$ cat src/sv/dsrf_pkg.sv
// shared types and constants of the decoded symbol repeat filter
package dsrf_pkg;

    localparam int POOL_ENTRIES = 3;
    localparam int PHYS_SLOTS   = POOL_ENTRIES + 1;
    localparam int MAX_LENGTH   = 256;

    localparam int SLOT_W = (POOL_ENTRIES > 1) ? $clog2(POOL_ENTRIES) : 1;
    localparam int PHYS_W = $clog2(PHYS_SLOTS);
    localparam int ADDR_W = (MAX_LENGTH > 1) ? $clog2(MAX_LENGTH) : 1;
    localparam int POS_W  = $clog2(MAX_LENGTH + 1);

    localparam int KIND_W = 4;
    localparam int BYTE_W = 8;
    localparam int HOLD_W = 8;

    localparam logic [HOLD_W-1:0] HOLD_RESET    = 8'd10;
    localparam logic [1:0]        RECENT_RELOAD = 2'd2;

    typedef enum logic [1:0] {
        OP_BYTE  = 2'd0,
        OP_TICK  = 2'd1,
        OP_WAIT  = 2'd2,
        OP_CLEAR = 2'd3
    } t_op;

    typedef enum logic [1:0] {
        ST_IDLE = 2'b01,
        ST_EXEC = 2'b10
    } t_eng_state;

    typedef struct packed {
        t_op               op;
        logic [KIND_W-1:0] symbol_kind;
        logic [BYTE_W-1:0] data_byte;
        logic              last_byte;
        logic              wait_value;
    } t_cmd;

    typedef struct packed {
        logic              is_new;
        logic [HOLD_W-1:0] report_state;
        logic [HOLD_W-1:0] lock_count;
    } t_result;

endpackage

$ cat src/sv/dsrf_result_queue.sv
// two-entry queue that holds finished result items for the receiver
module dsrf_result_queue (
    input  logic              i_clk,
    input  logic              i_rst_n,
    input  logic              i_res_push,
    input  dsrf_pkg::t_result i_res,
    output logic              o_res_room,
    output logic              o_empty,
    input  logic              i_pop,
    output dsrf_pkg::t_result o_res
);

    dsrf_pkg::t_result r_ent [2];
    logic              r_wr_ptr;
    logic              r_rd_ptr;
    logic [1:0]        r_count;
    logic [1:0]        n_count;
    logic              w_push_ok;
    logic              w_pop_ok;

    assign o_res_room = (r_count != 2'd2);
    assign o_empty    = (r_count == 2'd0);
    assign o_res      = r_ent[r_rd_ptr];
    assign w_push_ok  = i_res_push && o_res_room;
    assign w_pop_ok   = i_pop && !o_empty;

    always_comb begin
        case ({w_push_ok, w_pop_ok})
            2'b10:   n_count = r_count + 2'd1;
            2'b01:   n_count = r_count - 2'd1;
            default: n_count = r_count;
        endcase
    end

    always_ff @(posedge i_clk) begin
        if (!i_rst_n) begin
            r_wr_ptr <= 1'b0;
            r_rd_ptr <= 1'b0;
            r_count  <= 2'd0;
        end else begin
            if (w_push_ok) r_wr_ptr <= ~r_wr_ptr;
            if (w_pop_ok)  r_rd_ptr <= ~r_rd_ptr;
            r_count <= n_count;
        end
    end

    always_ff @(posedge i_clk) begin
        if (w_push_ok) r_ent[r_wr_ptr] <= i_res;
    end

endmodule

$ cat config.mk
export PLATFORM = sky130hd
export DESIGN_NAME = dsrf_result_queue
export DESIGN_NICKNAME = d
export VERILOG_FILES = /design/src/sv/dsrf_pkg.sv /design/src/sv/dsrf_result_queue.sv
export SDC_FILE = /design/constraint.sdc
export NUM_CORES = 1
export LEC_CHECK = 0
export ABC_AREA = 1
export BUFFER_PORTS_ARGS = -buffer_cell sky130_fd_sc_hd__buf_2
export CAP_MARGIN = 10
export CORE_UTILIZATION = 27
export CTS_CLUSTER_SIZE = 20
export DETAILED_ROUTE_END_ITERATION = 10
export PLACE_DENSITY = 0.49
export SETUP_SLACK_MARGIN = 0.05
export SLEW_MARGIN = 20
export SYNTH_ARGS = -nofsm -noshare
export SYNTH_HDL_FRONTEND = slang
export SYNTH_SLANG_ARGS = --single-unit
$ cat constraint.sdc
create_clock -name i_clk -period 2.2 [get_ports i_clk]
set_clock_uncertainty 0.1 [all_clocks]
set_input_delay 0.44 -clock i_clk [delete_from_list [all_inputs] [get_ports i_clk]]
set_output_delay 0.44 -clock i_clk [all_outputs]
set_load 0.05 [all_outputs]
Word level (Yosys, flattened, before mapping)
Memories as Yosys holds them, arrays and structs flattened. A register that Yosys moved wholly into a read port is not among the register bits.
Cells that the tools add are included.
- mux-type cells: 5
- add/sub/neg operators: 2
- bitwise operators: 2
- eq/ne operators: 3
- reductions and logical operators: 5
- operator list (kind ; number):
    $mux W1 ; 4
    $pmux W2 S2 ; 1
    $add A2 B1 Y2 const B ; 1
    $eq A2 B1 Y1 const B ; 1
    $eq A2 B2 Y1 const B ; 1
    $logic_and A1 B1 Y1 ; 2
    $logic_not A2 Y1 ; 1
    $ne A2 B2 Y1 const B ; 1
    $not A1 Y1 ; 2
    $reduce_bool A2 Y1 ; 1
    $sub A2 B1 Y2 const B ; 1
    $logic_not A1 Y1 ; 1
- output and inout bits: 19
- word-level logic and storage cells: 21
- memories: 1
- register bits: 4
- input bits: 21
- memory bits (writable): 34
- memory list (memory ; depth ; bits a word ; read ports ; clocked after memory_dff ; write ports ; RTL line ; source):
    r_ent ; 2 ; 17 ; 1 ; 1 ; 1 ; dsrf_result_queue.sv:13 ; dsrf_pkg::t_result r_ent [2];

Longest topological paths before layout
- depth in word-level cells: 5
- gate-level depth with buffers: 10

Worst setup path before layout
Ideal clock, no wire load.
- path type: reg-to-reg
- start point: register r_count[0]
- end point: memory r_ent[1][0] in the netlist's numbering, enable pin
- stages on the path, launching flop included: 5
- setup time: 392 ps
- path buffers: 0
- period minus slack after synthesis: 2235 ps
- slack: -35 ps
- data arrival time: 1743 ps
- data required time: 1708 ps
- cells stage by stage: dfxtp_1 > inv_2 > nand2_1 > nand2_1 > nor2_1
- word-level cells in the longest chain between the ends: 4
- RTL lines (element ; RTL line ; source):
    start: declaration ; dsrf_result_queue.sv:16 ; logic [1:0] r_count;
    start signal: assignment ; dsrf_result_queue.sv:43 ; r_count <= n_count;
    $ne A2 B2 Y1 ; dsrf_result_queue.sv:21 ; assign o_res_room = (r_count != 2'd2);
    named net o_res_room ; dsrf_result_queue.sv:7 ; output logic o_res_room,
    $logic_and A1 B1 Y1 ; dsrf_result_queue.sv:24 ; assign w_push_ok = i_res_push && o_res_room;
    $mux W1 ; dsrf_result_queue.sv:48 ; if (w_push_ok) r_ent[r_wr_ptr] <= i_res;
    $mux W1 (implied by the code) ; dsrf_result_queue.sv:48 ;
    end: declaration ; dsrf_result_queue.sv:13 ;
The timed path passes the listed nets, and every way through them passes these cells.

==> out/qor.txt <==
first-pass GRT wire length - 4250 um
CP required - 1660 ps
Mean Syn Cell Area - 16.73 um^2
Initial DRC Count - 39
Worst Path Arrival - 1450 ps
RSZ-0062 raised after global routing - no
Synth area leaders - edfxtp_1, mux2_4, dfxtp_1
ys flop type - edfxtp_1
Yosys top cell area share - 0.6705
highest clock rate - 503.2 MHz
Die Y-Extent - 77.10 um
Final Hold Fails - 0
htree depth - 2
routability congestion estimate - 0.6768
post-route setup slack - 212.7 ps
Post-synth top cells - edfxtp_1, mux2_4, nand2_1, nor2_1, mux2_2
final wirelength - 2567 um
Synth warnings - 0
total grt overflow - 0
IO Pins - 40
part of the power in registers - 0.404
HP Start - i_res[4]
Post-Syn Instances - 91
vias in the first global route - 914
final setup fails - 0
slowest stage delay, CP - 420 ps
Worst Path Max Fanout - 14
FP Rows - 26
Worst Hold Class - input pin to flop
# nets final - 160
cells along the critical path - buf_12, mux2_2, buf_2
internal power - 0.001582 W
vias per cell - 4.033
via count - 843
# clock sinks - 39
cts bufs inserted - 5
antenna violations before repair - 0
leakage - 0.7809 nW
ANT nets after route - 0
Fillers - 532
largest net degree at the start of global routing - 18
cell total after placement - 201
ys async rst share - 0
DP HPWL - 1801 um
die width - 77.10 um
P per Cell Area - 1202 nW/um^2
Layout Cells excl Fill - 209
headroom to the max-slew limit - 0.8361
share of layout cells above drive strength 1 - 0.5108
Residual DRC - 0
reg2reg start - r_count[0]
CP Capture Type - output pin
status - finished clean
total area of sequential cells - 1122 um^2
multi-input logic area - 349.1 um^2
Yosys cell types - 16
fin. max-slew vios - 0
Clock Pin Slew Worst Setup and Hold Paths - 70 ps
Wirelength per Cell - 12.28 um
DP Area - 1814 um^2
Area Overhead vs Synth - 27.94%
Seq/Total Area, Yosys - 0.7362
accumulated negative setup slack - 0 ps
Switching Share - 0.3248
sw power - 0.0007609 W
Die Area - 5944 um^2
CTS max path bufs - 2
initial core utilization - 0.2889
most frequent cell after synthesis - edfxtp_1
worst path bufs/invs - 2
Post-synth EDFFs - 34
Yosys top cell by area - edfxtp_1
post-route clock period utilization - 0.9033
Mapped Area - 1523 um^2
clock share of power - 0.295
syn_nets - 113
slowest CP cell - dfxtp_2
Worst Path Class, Setup - flop to output pin
clock latency on the worst-skew pair - 290 ps
CP startpoint kind - flop
Seq cells post-synth - 39
Peak VDD IR - 0.5028 mV
root buf cell - clkbuf_8
pre-CTS setup slack - 416.6 ps
slew at the pin closest to its max-slew limit - 245.9 ps
Placeable Area - 5270 um^2
Gate power share - 0.301
post-route cell area - 1948 um^2
Max Cap Viol - 0
port bufs - 39
CP delay by family, top - flip-flops
Pre-antenna DRT Iters - 4
Antenna Cells - 0
CTS tree - done
WHS - 235.9 ps
all-layer global routing usage - 0.09722
setup bufs post-CTS - 0
Final Critical Period - 1987 ps
-- final timing paths --
check / endpoint / slack (ps) / cells after the start
max: o_res[12] / 210 / 3
min: r_ent[1][4] / 240 / 1
max reg2reg: r_count[1] / 670 / 9
min reg2reg: r_rd_ptr / 410 / 2
-- metrics by stage --
stage | utilization | total power [W]
final | 0.3697 | 0.002343
after global routing | 0.3697 | 0.002446
after CTS | 0.3694 | 0.002372
after detailed placement | 0.3443 | 0.001675
after global placement | 0.3443 | 0.001665
after floorplan | - | 0.001532
-- per-layer routing --
layer  up-vias  GRT usage  routed length [um]
met2        33     0.1527                1205
met5         -          0                   0
met3         5    0.03452                 159
met4         0    0.05660                  40
li1        416          -                   -
met1       389     0.1145                1162
-- layout make-up --
cell class,count,area share
Sequential cell,39,0.5761
Multi-Input combinational cell,43,0.1792
Timing Repair Buffer,42,0.1182
Tap cell,70,0.04496
Clock buffer,6,0.03725
Clock inverter,2,0.03083
Inverter,7,0.01349
-- cell families (layout without fill, tap and decap cells) --
| group | Yosys count | count (layout) | share of synthesized area |
|---|---|---|---|
| DFF | 39 | 39 | 0.7362 |
| and+or+nand+nor | 23 | 23 | 0.06081 |
| muxes | 17 | 17 | 0.1504 |
| buffers and inverters | 9 | 57 | 0.03779 |
| AOI/OAI and AO/OA | 2 | 2 | 0.006567 |
| adders and majority gates | 1 | 1 | 0.008216 |
-- layout by cell type, fill, tap and decap left out, drive strengths merged --
cell and instances:
buf 42, edfxtp 34, mux2 17, nor2 11, nand2 10, inv 7, clkbuf 6, dfxtp 5
bufinv 2, nand3 1, o21ai 1, a21oi 1, nand4 1, ha 1
-- power groups by stage --
stage	Combinational [W]	Sequential (W)	Clock, W
floorplan	0.000585	0.000946	0
global placement	0.000708	0.000957	0
detailed placement	0.000714	0.000962	0
CTS	0.000716	0.000945	0.000711
global route	0.000753	0.000954	0.000739
finish	0.000706	0.000946	0.000691
-- state kept, by name (all words and copies together), names as in the netlist, named ones only --
| register | count |
|---|---|
| r_count | 2 |
| r_wr_ptr | 1 |
| r_ent | 34 |
| r_rd_ptr | 1 |
-- repair_timing --
item,in CTS,in global routing
setup endpoints to repair,0,2
resized for setup,0,1
hold buffers,0,0
Note: power is estimated with default switching activity, not from simulation.
