<file path="config.mk">
export PLATFORM = sky130hd
export DESIGN_NAME = dsrf_cmd_queue
export DESIGN_NICKNAME = d
export VERILOG_FILES = /design/src/sv/dsrf_pkg.sv /design/src/sv/dsrf_cmd_queue.sv
export SDC_FILE = /design/constraint.sdc
export NUM_CORES = 1
export LEC_CHECK = 0
export BUFFER_PORTS_ARGS = -buffer_cell sky130_fd_sc_hd__clkbuf_2
export CORE_MARGIN = 2
export CORE_UTILIZATION = 30
export CTS_BUF_LIST = sky130_fd_sc_hd__clkbuf_8
export CTS_CLUSTER_DIAMETER = 60
export CTS_CLUSTER_SIZE = 14
export DETAILED_ROUTE_END_ITERATION = 10
export HOLD_SLACK_MARGIN = 0.06
export SETUP_SLACK_MARGIN = 0.02
export SLEW_MARGIN = 20
export SYNTH_ARGS = -nofsm -noshare
export SYNTH_HDL_FRONTEND = slang
export SYNTH_SLANG_ARGS = --single-unit
</file>
<file path="constraint.sdc">
create_clock -name i_clk -period 1.55 [get_ports i_clk]
set_input_delay 0 -clock i_clk [delete_from_list [all_inputs] [get_ports i_clk]]
set_output_delay 0 -clock i_clk [all_outputs]
set_load 0.1 [all_outputs]
</file>
<file path="src/sv/dsrf_pkg.sv">
// shared types and constants of the decoded symbol repeat filter
package dsrf_pkg;

    localparam int POOL_ENTRIES = 3;
    localparam int PHYS_SLOTS   = POOL_ENTRIES + 1;
    localparam int MAX_LENGTH   = 256;

    localparam int SLOT_W = (POOL_ENTRIES > 1) ? $clog2(POOL_ENTRIES) : 1;
    localparam int PHYS_W = $clog2(PHYS_SLOTS);
    localparam int ADDR_W = (MAX_LENGTH > 1) ? $clog2(MAX_LENGTH) : 1;
    localparam int POS_W  = $clog2(MAX_LENGTH + 1);

    localparam int KIND_W = 4;
    localparam int BYTE_W = 8;
    localparam int HOLD_W = 8;

    localparam logic [HOLD_W-1:0] HOLD_RESET    = 8'd10;
    localparam logic [1:0]        RECENT_RELOAD = 2'd2;

    typedef enum logic [1:0] {
        OP_BYTE  = 2'd0,
        OP_TICK  = 2'd1,
        OP_WAIT  = 2'd2,
        OP_CLEAR = 2'd3
    } t_op;

    typedef enum logic [1:0] {
        ST_IDLE = 2'b01,
        ST_EXEC = 2'b10
    } t_eng_state;

    typedef struct packed {
        t_op               op;
        logic [KIND_W-1:0] symbol_kind;
        logic [BYTE_W-1:0] data_byte;
        logic              last_byte;
        logic              wait_value;
    } t_cmd;

    typedef struct packed {
        logic              is_new;
        logic [HOLD_W-1:0] report_state;
        logic [HOLD_W-1:0] lock_count;
    } t_result;

endpackage

</file>
<file path="src/sv/dsrf_cmd_queue.sv">
// front part: accepts input items, classifies the operation, two-entry queue
module dsrf_cmd_queue (
    input  logic                i_clk,
    input  logic                i_rst_n,
    input  logic                i_push,
    output logic                o_full,
    input  logic [1:0]          i_operation,
    input  logic [3:0]          i_symbol_kind,
    input  logic [7:0]          i_data_byte,
    input  logic                i_last_byte,
    input  logic                i_wait_value,
    output logic                o_cmd_valid,
    output dsrf_pkg::t_cmd      o_cmd,
    input  logic                i_cmd_pop
);

    dsrf_pkg::t_cmd r_ent [2];
    logic           r_wr_ptr;
    logic           r_rd_ptr;
    logic [1:0]     r_count;
    logic [1:0]     n_count;
    logic           w_push_ok;
    logic           w_pop_ok;
    dsrf_pkg::t_cmd w_in;

    assign o_full      = (r_count == 2'd2);
    assign o_cmd_valid = (r_count != 2'd0);
    assign o_cmd       = r_ent[r_rd_ptr];
    assign w_push_ok   = i_push && !o_full;
    assign w_pop_ok    = i_cmd_pop && o_cmd_valid;

    always_comb begin
        w_in.op          = dsrf_pkg::t_op'(i_operation);
        w_in.symbol_kind = i_symbol_kind;
        w_in.data_byte   = i_data_byte;
        w_in.last_byte   = i_last_byte;
        w_in.wait_value  = i_wait_value;
    end

    always_comb begin
        case ({w_push_ok, w_pop_ok})
            2'b10:   n_count = r_count + 2'd1;
            2'b01:   n_count = r_count - 2'd1;
            default: n_count = r_count;
        endcase
    end

    always_ff @(posedge i_clk) begin
        if (!i_rst_n) begin
            r_wr_ptr <= 1'b0;
            r_rd_ptr <= 1'b0;
            r_count  <= 2'd0;
        end else begin
            if (w_push_ok) r_wr_ptr <= ~r_wr_ptr;
            if (w_pop_ok)  r_rd_ptr <= ~r_rd_ptr;
            r_count <= n_count;
        end
    end

    always_ff @(posedge i_clk) begin
        if (w_push_ok) r_ent[r_wr_ptr] <= w_in;
    end

endmodule

</file>
# Yosys cells after proc, flatten, opt, wreduce, memory -nomap -nowiden
# Memories as Yosys holds them, arrays and structs flattened. A register that Yosys moved wholly into a read port is not among the register bits.
# Index checks and enable logic that the tools add are counted.
# totals
regBits,4
mem_bits_rw,32
input_bits,20
out_inout_bits,18
wordCells,21
n_memories,1
# classes
add_sub_neg,2
n_eq_ne,3
muxes,5
bitwise_logic,2
reduce_logical,5
# mem_list
memory,words,word_bits,rd,rd_ports_with_merged_regs,wr,line_no,rtl
r_ent,2,16,1,1,1,dsrf_cmd_queue.sv:17,dsrf_pkg::t_cmd r_ent [2];
# op_table
operator,count
$eq A2 B2 Y1 const B,2
$mux W1,4
$pmux W2 S2,1
$reduce_bool A2 Y1,2
$add A2 B1 Y2 const B,1
$eq A2 B1 Y1 const B,1
$logic_and A1 B1 Y1,2
$not A1 Y1,2
$sub A2 B1 Y2 const B,1
$logic_not A1 Y1,1

# Depth between registers and ports, before layout
# logic_depth
word_depth,5
ltp_mapped,6
depth_no_buf,6

# Worst setup path before layout
# No wires, ideal clock.
# synth_path
path_type,flip-flop to flip-flop
start,register r_count[0]
end,memory r_ent[0][0] in the netlist's numbering (enable)
arrival_ns,1.455
slack_ns,-0.269
path_stages_with_launch,5
path_buffers,0
synth_period_minus_slack_ns,1.819
path_cell_list,dfxtp_1 > nand2b_2 > inv_2 > or3_1 > inv_1
# synth_via
elab_chain_cells,5
# synth_rtl
item,line_no,rtl
"start, declared",dsrf_cmd_queue.sv:20,logic [1:0] r_count;
"start signal, assigned",dsrf_cmd_queue.sv:56,r_count <= n_count;
$eq A2 B2 Y1,dsrf_cmd_queue.sv:26,assign o_full = (r_count == 2'd2);
net o_full,dsrf_cmd_queue.sv:6,"output logic o_full,"
$logic_not A1 Y1,dsrf_cmd_queue.sv:29,assign w_push_ok = i_push && !o_full;
$logic_and A1 B1 Y1,dsrf_cmd_queue.sv:29,
$mux W1,dsrf_cmd_queue.sv:61,if (w_push_ok) r_ent[r_wr_ptr] <= w_in;
$mux W1 (implied by the code),dsrf_cmd_queue.sv:61,
"end, declared",dsrf_cmd_queue.sv:17,
# The timed path passes the listed nets, and every way through them passes these cells.

# Worst setup path after layout
# layout_path
start,register r_count[0]
end,memory r_ent[0][1] in the netlist's numbering (enable)
# layout_via
elab_chain_cells,5
# layout_rtl
item,line_no
$eq A2 B2 Y1,dsrf_cmd_queue.sv:26
$logic_not A1 Y1,dsrf_cmd_queue.sv:29
$logic_and A1 B1 Y1,dsrf_cmd_queue.sv:29
$mux W1,dsrf_cmd_queue.sv:61
$mux W1 (implied by the code),dsrf_cmd_queue.sv:61
# No other way between the ends.

==> results.md <==
- Status: finished clean
- DR vias: 835
- Rows: 24
- Global-route wire length before repair: 3840 um
- Worst slew pin tran: 0.543 ns
- Net Count, Synth: 97
- Worst setup EP type: register
- Final GP Congestion: 0.618
- Ys Warns: 0
- Initial antenna violation count: 0
- Met1 WL: 897 um
- Highest Signal Layer: met4
- Worst min path class: in2reg
- Mapped Avg Cell Area: 18.3 um2
- Worst path required time: 1.55 ns
- Antenna diode count: 0
- Synth cell types: 18
- Clk slew on worst S/H paths: 0.07 ns
- Share of cells above drive strength 1: 0.507
- Max-slew violation count: 0
- Fin Clk Skew: 0.00822 ns
- Worst-path cell chain: nand2b_4 -> inv_6 -> or3_4 -> clkinvlp_4 -> buf_12
- Sum Neg Setup Slack: 0 ns
- FF-to-FF path depth: 5
- Chip height: 72.1 um
- Startpoint types: register
- Max-cap violations: 0
- Starting Density: 0.315
- GRT overflow: 0
- DP Area: 1910 um2
- Post-DP HPWL: 1720 um
- Worst-Skew Late Latency: 0.29 ns
- CP Max Fanout: 11
- Post-route minimum period: 1.45 ns
- CTS Buf Count: 5
- Input/output buffers: 37
- Max_slew headroom: 0.639
- DRT Wirelength: 2440 um
- Crit path kind: reg2reg
- DR vias/cell: 4.35
- Routed len/inst: 12.7 um
- Unrepaired setup endpoints after global routing: false
- Synth area leaders: edfxtp_1 (69%), mux2_2 (13%), dfxtp_1 (7.2%), xnor2_1 (1.9%), a21boi_1 (1.1%)
- Drt pass-1 iters: 3
- Metal3 WL: 145 um
- RR Endpoint: r_ent[0][1]
- Slowest CP cell: dfxtp_4
- Core area: 4410 um2
- Synthesized instance count: 76
- Synth area leader: edfxtp_1
- Synth Register Bits: 37
- Reg2reg setup slack: 0.10 ns
- Mapped Area: 1390 um2
- DRC errors left: 0
- Max clock buf depth: 2
- Root Driver: clkbuf_8
- Critical Path AT: 1.45 ns
- CTS tree: yes
- Largest net degree at the start of global routing: 17
- CP max stage delay: 0.38 ns
- Sequential share of the synthesized area: 0.763
- Initial DRC Count: 28
- Max H-tree Level: 2
- Final setup violation count: 0
- Critical path origin: r_count[0]
- Total I/O pin count: 38
- Die area: 5190 um2
- Vias in the first global route: 866
- Hold Vio Cnt, Final: 0
- Design area: 2220 um2
- Worst setup path end: r_ent[0][1]
- Final #Nets: 160
- Met2 wire length: 1330 um
- Highest clock rate: 691 MHz
- Die W: 72.1 um
- Area grow syn2layout: 59.5%
- Period Utilization, post-route: 0.934
- Reg2Reg Launch Point: r_count[0]
- Synth top area share: 0.691
- GR Util All Layers: 0.104
- Routed Antenna Nets: 0
- Clock sink total: 37
==> synth_stat cells (all sizes together) <==
library cell  instances
or2                   1
inv                   3
nor2b                 2
nand2b                1
xnor2                 3
dfxtp                 5
a21boi                2
o21ai                 2
o21a                  1
edfxtp               32
buf                   2
mux2                 16
nand2                 1
and3                  1
ha                    1
and2                  1
or3                   2
==> flip-flops by register name, summed over array words and instances (netlist names), named ones only <==
name	cells
r_ent	32
r_count	2
r_rd_ptr	1
r_wr_ptr	1
==> cells by family (layout without fill, tap and decap cells) <==
family | after synthesis | count (layout) | share of synthesized area
mux | 16 | 16 | 0.130
compound gates | 5 | 5 | 0.0234
flops | 37 | 37 | 0.763
xor+xnor | 3 | 3 | 0.0189
fa+ha+maj | 1 | 1 | 0.00900
buf+inv | 5 | 69 | 0.0153
simple gates | 9 | 9 | 0.0405
==> layout by cell type, fill, tap and decap left out <==
cell	Yosys	routed
dlygate4sd3_1	0	17
and2_1	1	1
nand2_1	1	1
edfxtp_1	32	32
inv_6	0	1
buf_12	0	18
dfxtp_4	0	1
dfxtp_1	5	4
clkinv_4	0	1
a21boi_1	2	2
mux2_2	16	16
clkbuf_8	0	5
o21ai_0	2	2
and3_1	1	1
clkinv_1	0	1
clkinvlp_4	0	1
clkbuf_2	0	21
clkinv_2	0	1
xnor2_1	3	3
buf_4	0	2
or3_1	2	1
o21a_1	1	1
inv_1	2	1
ha_4	0	1
nor2b_1	2	2
or2_2	1	1
nand2b_4	0	1
or3_4	0	1
==> worst min-delay path by stage <==
stage	start	endpoint	slack (ns)	depth (start not counted)
6_report	i_push	r_wr_ptr	0.11	4
5_1_grt	i_push	r_wr_ptr	0.12	4
4_1_cts	i_push	r_wr_ptr	0.1	4
3_5_place_dp	i_data_byte[1]	r_ent[1][3]	0.19	1
3_3_place_gp	i_wait_value	r_ent[1][0]	0.19	1
2_1_floorplan	i_wait_value	r_ent[0][0]	0.1	0
==> critical path, delay by kind of cell, from the launching register on <==
kind / cells / cell delay, ns
flops: 1 / 0.38
buf+inv: 3 / 0.29
simple gates: 2 / 0.49
==> layout make-up <==
type,count,area [um2]
Multi-Input combinational cell,34,330
Sequential cell,37,1060
Clock inverter,3,17.5
Tap cell,52,65.1
Clock buffer,5,68.8
Fill cell,364,2200
Timing Repair Buffer,58,651
Inverter,3,20.0
==> routing by layer <==
layer	GRT usage	vias up
li1	-	407
met1	0.104	395
met2	0.177	26
met3	0.0417	7
met4	0.0692	0
met5	0	-
==> repair_timing <==
item                                    in CTS  in global routing
hold buffers                                17                  0
resized for setup                            0                  2
endpoints found under the setup margin      16                  1
cloned                                       0                  0
hold endpoints to repair                    37                  0
pin swaps                                    0                  0
buffers inserted                             2                  0
==> metrics by stage <==
| stage | std cells | hold WS, ns | util | setup WS [ns] |
|---|---|---|---|---|
| after CTS | 192 | 0.0957 | 0.499 | 0.0588 |
| after floorplan | 76 | 0.0989 | - | 0.0649 |
| after global routing | 192 | 0.125 | 0.502 | 0.0402 |
| after detailed placement | 165 | 0.193 | 0.432 | 0.0244 |
| after global placement | 165 | 0.194 | 0.432 | 0.0751 |
| final | 192 | 0.107 | 0.502 | 0.102 |
Power is left out: the tool's default activity adds up to more than one toggle a clock period on the data nets, which glitch-free logic cannot reach.
